$ cat config.mk
export PLATFORM = sky130hd
export DESIGN_NAME = lgs_cell
export DESIGN_NICKNAME = d
export VERILOG_FILES = /design/src/rtl/lgs_pkg.sv /design/src/rtl/lgs_cell.sv
export SDC_FILE = /design/constraint.sdc
export NUM_CORES = 1
export LEC_CHECK = 0
export ABC_AREA = 1
export BUFFER_PORTS_ARGS = -buffer_cell sky130_fd_sc_hd__buf_2
export CAP_MARGIN = 10
export CORE_AREA = 5 5 42 44
export DETAILED_ROUTE_END_ITERATION = 10
export DIE_AREA = 0 0 47 49
export PLACE_DENSITY = 0.5
export SLEW_MARGIN = 10
export SYNTH_ARGS = -nofsm -noshare
export SYNTH_HDL_FRONTEND = slang
export SYNTH_SLANG_ARGS = --single-unit
export TNS_END_PERCENT = 50
$ cat constraint.sdc
create_clock -name clk -period 3.63 [get_ports clk]
set_clock_uncertainty 0.05 [all_clocks]
set_input_delay 0.363 -clock clk [delete_from_list [all_inputs] [get_ports clk]]
set_output_delay 0.363 -clock clk [all_outputs]
set_load 0.1 [all_outputs]
$ cat src/rtl/lgs_pkg.sv
// Shared types, codes and sizes for the toroidal life grid block.
package lgs_pkg;

  // Default grid bounds.
  localparam int DEF_MAX_WIDTH  = 64;
  localparam int DEF_MAX_HEIGHT = 64;

  // Fixed field widths of the request and configuration ports.
  localparam int MODE_W    = 2;
  localparam int COL_W     = 6;
  localparam int ROW_W     = 6;
  localparam int CFG_W     = 7;
  localparam int CFG_IDX_W = 2;

  // Value of both size registers after reset.
  localparam logic [CFG_W-1:0] CFG_RESET = 7'd64;

  // Request modes.
  localparam logic [MODE_W-1:0] MODE_TOGGLE = 2'd0;
  localparam logic [MODE_W-1:0] MODE_STEP   = 2'd1;
  localparam logic [MODE_W-1:0] MODE_READ   = 2'd2;

  // Configuration register indexes.
  localparam logic [CFG_IDX_W-1:0] CFG_WIDTH  = 2'd0;
  localparam logic [CFG_IDX_W-1:0] CFG_HEIGHT = 2'd1;

  // Controller states.
  typedef enum logic [2:0] {
    ST_CLEAR,
    ST_IDLE,
    ST_ACCESS,
    ST_STEP,
    ST_RESP
  } state_t;

  // Three vertically stacked cells of one column held by a column cell.
  typedef struct packed {
    logic prev;
    logic cur;
    logic nxt;
  } win_t;

endpackage

$ cat src/rtl/lgs_cell.sv
// One column cell: a three-row window column and the B3/S23 rule for its center.
module lgs_cell (
  input  logic          clk,
  input  logic          shift_en,
  input  logic          shift_bit,
  input  lgs_pkg::win_t left,
  input  lgs_pkg::win_t right,
  output lgs_pkg::win_t win,
  output logic          next_bit
);

  logic [3:0] count;

  // The window moves down by one row whenever a new row is shifted in.
  always_ff @(posedge clk) begin
    if (shift_en) begin
      win.prev <= win.cur;
      win.cur  <= win.nxt;
      win.nxt  <= shift_bit;
    end
  end

  always_comb begin
    count = 4'(left.prev) + 4'(left.cur) + 4'(left.nxt)
          + 4'(right.prev) + 4'(right.cur) + 4'(right.nxt)
          + 4'(win.prev) + 4'(win.nxt);
    next_bit = (count == 4'd3) || (win.cur && (count == 4'd2));
  end

endmodule

# After elaboration in Yosys (flattened, before gate mapping)
# Cells that the tools add are included.
# Widths: inputs -> output; s select.
dict set report word_totals {
  regBits 3
  in_bits 9
  out_inout_bits 4
  elab_cells 14
}
dict set report op_classes {
  n_addsub 7
  eq_ne 2
  reduce_logical 2
}
# operator count
set op_table {}
lappend op_table {{$add 4x1->4} 4}
lappend op_table {{$eq 4x2->1 const B} 2}
lappend op_table {{$add 3x1->4} 1}
lappend op_table {{$add 2x1->3} 1}
lappend op_table {{$add 1x1->2} 1}
lappend op_table {{$logic_and 1x1->1} 1}
lappend op_table {{$logic_or 1x1->1} 1}

# Depth between registers and ports, before layout
dict set report logic_depth {
  word_depth 10
  ltp_mapped 10
  mapped_depth_nobuf 10
}

# Least setup slack after synthesis
# Ideal clock, no wire load.
dict set report synth_path {
  path_kind {reg-to-output}
  start {register win[0] in the netlist's numbering}
  end {output next_bit}
  t_arrival_ns 4.328
  setup_slack_ns -1.111
  stages_incl_launch_ff 9
  cell_sequence {edfxtp_1 > inv_1 > fa_1 > fa_1 > inv_1 > ha_1 > fa_1 > nand3_1 > a21oi_1}
}
dict set report synth_between {
  elab_chain_cells 4
  elab_cells_between_ends 5
  cone_classes {1 x add/sub; 2 x eq/ne; 2 x reduce/logical}
}
# element line_no
set synth_rtl {}
lappend synth_rtl {{start: declaration} lgs_cell.sv:8} ;# output lgs_pkg::win_t win,
lappend synth_rtl {{$add 4x1->4 (*)} lgs_cell.sv:26} ;# + 4'(win.prev) + 4'(win.nxt);
lappend synth_rtl {{$eq 4x2->1} lgs_cell.sv:27} ;# next_bit = (count == 4'd3) || (win.cur && (count == 4'd2));
lappend synth_rtl {{$logic_and 1x1->1} lgs_cell.sv:27}
lappend synth_rtl {{$logic_or 1x1->1 (*)} lgs_cell.sv:27}
lappend synth_rtl {{end: declaration} lgs_cell.sv:9} ;# output logic next_bit
# Every way passes the cells marked *; elsewhere a longest branch is shown, timed or not.

# Final worst setup path
dict set report layout_path {
  start {input right[0] in the netlist's numbering}
  end {output next_bit}
}
dict set report layout_between {
  elab_chain_cells 6
  elab_cells_between_ends 7
  cone_classes {3 x add/sub; 2 x eq/ne; 2 x reduce/logical}
}
# element line_no
set layout_rtl {}
lappend layout_rtl {{start: declaration} lgs_cell.sv:7} ;# input lgs_pkg::win_t right,
lappend layout_rtl {{$add 4x1->4 (*)} lgs_cell.sv:25} ;# + 4'(right.prev) + 4'(right.cur) + 4'(right.nxt)
lappend layout_rtl {{$add 4x1->4 (*) (2 in series)} lgs_cell.sv:26}
lappend layout_rtl {{$eq 4x2->1} lgs_cell.sv:27}
lappend layout_rtl {{$logic_and 1x1->1} lgs_cell.sv:27}
lappend layout_rtl {{$logic_or 1x1->1 (*)} lgs_cell.sv:27}
# Marked as above.

==> reports/metrics.yaml <==
outcome: "completed"
finalHoldViolCount: 0
post_cts_resized: 0
clk_path_buf_depth: 2
synth.distinct_cells: 7
ys_ff_latch: 3
reg.largest.list: "win (3)"
critPathBufInv: 4
nets: 64
io_buffers: 12
grt_pass1_vias: 249
cts_buffers: 3
cts_sinks: 3
viasPerCell: 3.59
r2r-start: "win[1]"
synth_area_sq_um: 290
hold_slack_ns: 0.262
synth_top_area_frac: 0.310
slowest_delay_ns: 0.55
critPathArrivalTime_ns: 3.05
io_pins: 13
fp.dieW_um: 47
fmax_mhz: 289
drtPass1Iterations: 2
largest_reg_flops: 3
antenna_left: 0
setup_viol: 0
ys_async_sr_fraction: 0
initial_core_util: 0.207
synth_seq_area_share: 0.310
cpMostUsedCell: "fa_1"
grt_setup_unrepaired: "false"
cpLargestDelayFamily: "adder cells"
grt_max_degree: 4
power_leakage_nw: 0.238
core_sq_um: 1400
yosysWarnings: 0
worstHoldStart: "shift_bit"
startpoint_type: "primary input"
htreeDepth: 1
fin_cells: 63
clk_pin_slew_ns: 0.03
synth_flop_cell: "edfxtp_1"
grt-ovfl-total: 0
whs_endpoint: "win[0]"
synth_edf_count: 3
cellPowerDensity_nw_per_um2: 591
hold_path.class: "primary input to flop"
routabilityCongestion: 0.559
place_inst: 59
worstSetupPathDepth: 12
regMostFlops: "win"
drive_gt1_frac: 0.383
drv_cap: 0
ir_drop_uv: 208
slowest_stage: "fa_1"
cp_max_fo: 2
syn_avg_cell_area_sq_um: 9.36
synth_common_cells: "15 x inv_1, 4 x fa_1, 3 x edfxtp_1, 3 x ha_1, 3 x nand2_1"
tightest_slew_ns: 0.492
route.detailed.drc: 0
routed_wl_um: 452
hpwlAfterDp_um: 422
drv_slew: 0
grt_pass1_wl_um: 897
dieArea_sq_um: 2300
yosys.area.top_type: "edfxtp_1"
antenna_found_initial: 0
cts_tree: "yes"
regToRegEndpoint: "win[2]"
fin_crit_sh: 0.955
insertion_delay_ns: 0.23
vias: 226
fp-row-count: 14
wire_per_inst_um: 7.17
min_period_ns: 3.47
cts_root_buffer: "clkbuf_4"
die_h_um: 49
syn_inst: 31
worstPathCellList: "buf_2 -> inv_1 -> fa_1 -> fa_1 -> fa_1 -> inv_1 -> ha_2 -> fa_1 -> nand2_1 -> nand3_2 -> a21oi_4 -> buf_12"
endpoint_kind: "output port"
syn_nets: 47
yosysMostFrequentCell: "inv_1"
num_antenna_cells: 0
worstHoldPathCells: 1
first_iter_violations: 2
synthTopCellsByArea: "edfxtp_1 31%, fa_1 28%, inv_1 19%"
grt.total_usage: 0.0539
reg2reg_depth: 0
relSlewSlack: 0.674
setup.worst_path.class: "primary input to output port"
area_delta_synth_final_pct: 48.3
worstPathRequired_ns: 3.22
r2r_slack_ns: 2.91
## metrics by stage
stage	power, mW	TNS (ns)	util	instance area, sq um	setup slack, ns
2_1_floorplan	0.160	-0.104	-	309	-0.104
3_3_place_gp	0.199	0	0.288	404	0.146
3_5_place_dp	0.201	0	0.288	404	0.129
4_1_cts	0.260	0	0.307	430	0.129
5_1_grt	0.281	0	0.307	430	0.0200
6_report	0.254	0	0.307	430	0.164
## area by class of cell
| type | count | area [sq um] |
|---|---|---|
| fill | 159 | 971 |
| multi-input combinational | 13 | 163 |
| clock buffer | 4 | 26.3 |
| timing repair buffer | 12 | 75.1 |
| inverter | 15 | 56.3 |
| tap | 16 | 20.0 |
| sequential | 3 | 90.1 |
## power breakdown
group          total [mW]  switching, mW  internal [mW]
Clock              0.0571         0.0160         0.0411
Sequential         0.0427        0.00137         0.0413
Combinational       0.155          0.100         0.0545
Total               0.254          0.117          0.137
## layout by cell type, fill, tap and decap left out, drive strengths merged
cell and instances:
nand2 3, nand3 2, clkbuf 4, inv 15, edfxtp 3, fa 4
ha 3, a21oi 1, buf 12
## routing by layer
| layer | wire length, um | vias up | GRT usage | part of all wire |
|---|---|---|---|---|
| met1 | 206 | 98 | 0.0717 | 0.46 |
| met2 | 200 | 10 | 0.0656 | 0.44 |
| met5 | 0 | - | 0 | 0 |
| met3 | 45 | 0 | 0.0332 | 0.10 |
| li1 | - | 118 | - | - |
| met4 | 0 | 0 | 0.0276 | 0 |
## cell families after synthesis
| group | count (synthesis) | synth area share |
|---|---|---|
| AO/OA/AOI/OAI | 1 | 0.0172 |
| AND/OR/NAND/NOR | 5 | 0.0733 |
| adder cells (fa/ha/maj) | 7 | 0.405 |
| buffers and inverters | 15 | 0.194 |
| flip-flops | 3 | 0.310 |
## worst max path at each step
stage	startpoint	endpoint	slack [ns]
after floorplan	win[0]	next_bit	-0.10
after global placement	left[0]	next_bit	0.15
after detailed placement	left[0]	next_bit	0.13
after CTS	left[0]	next_bit	0.13
after global routing	right[0]	next_bit	0.02
final	right[0]	next_bit	0.16
## timing repair
item | 4_1_cts | 5_1_grt
buffers inserted | 0 | 0
hold buffers | 0 | 0
endpoints found under the hold margin | 0 | 0
endpoints found under the setup margin | 0 | 1
Power figures use the tool's default switching activity.
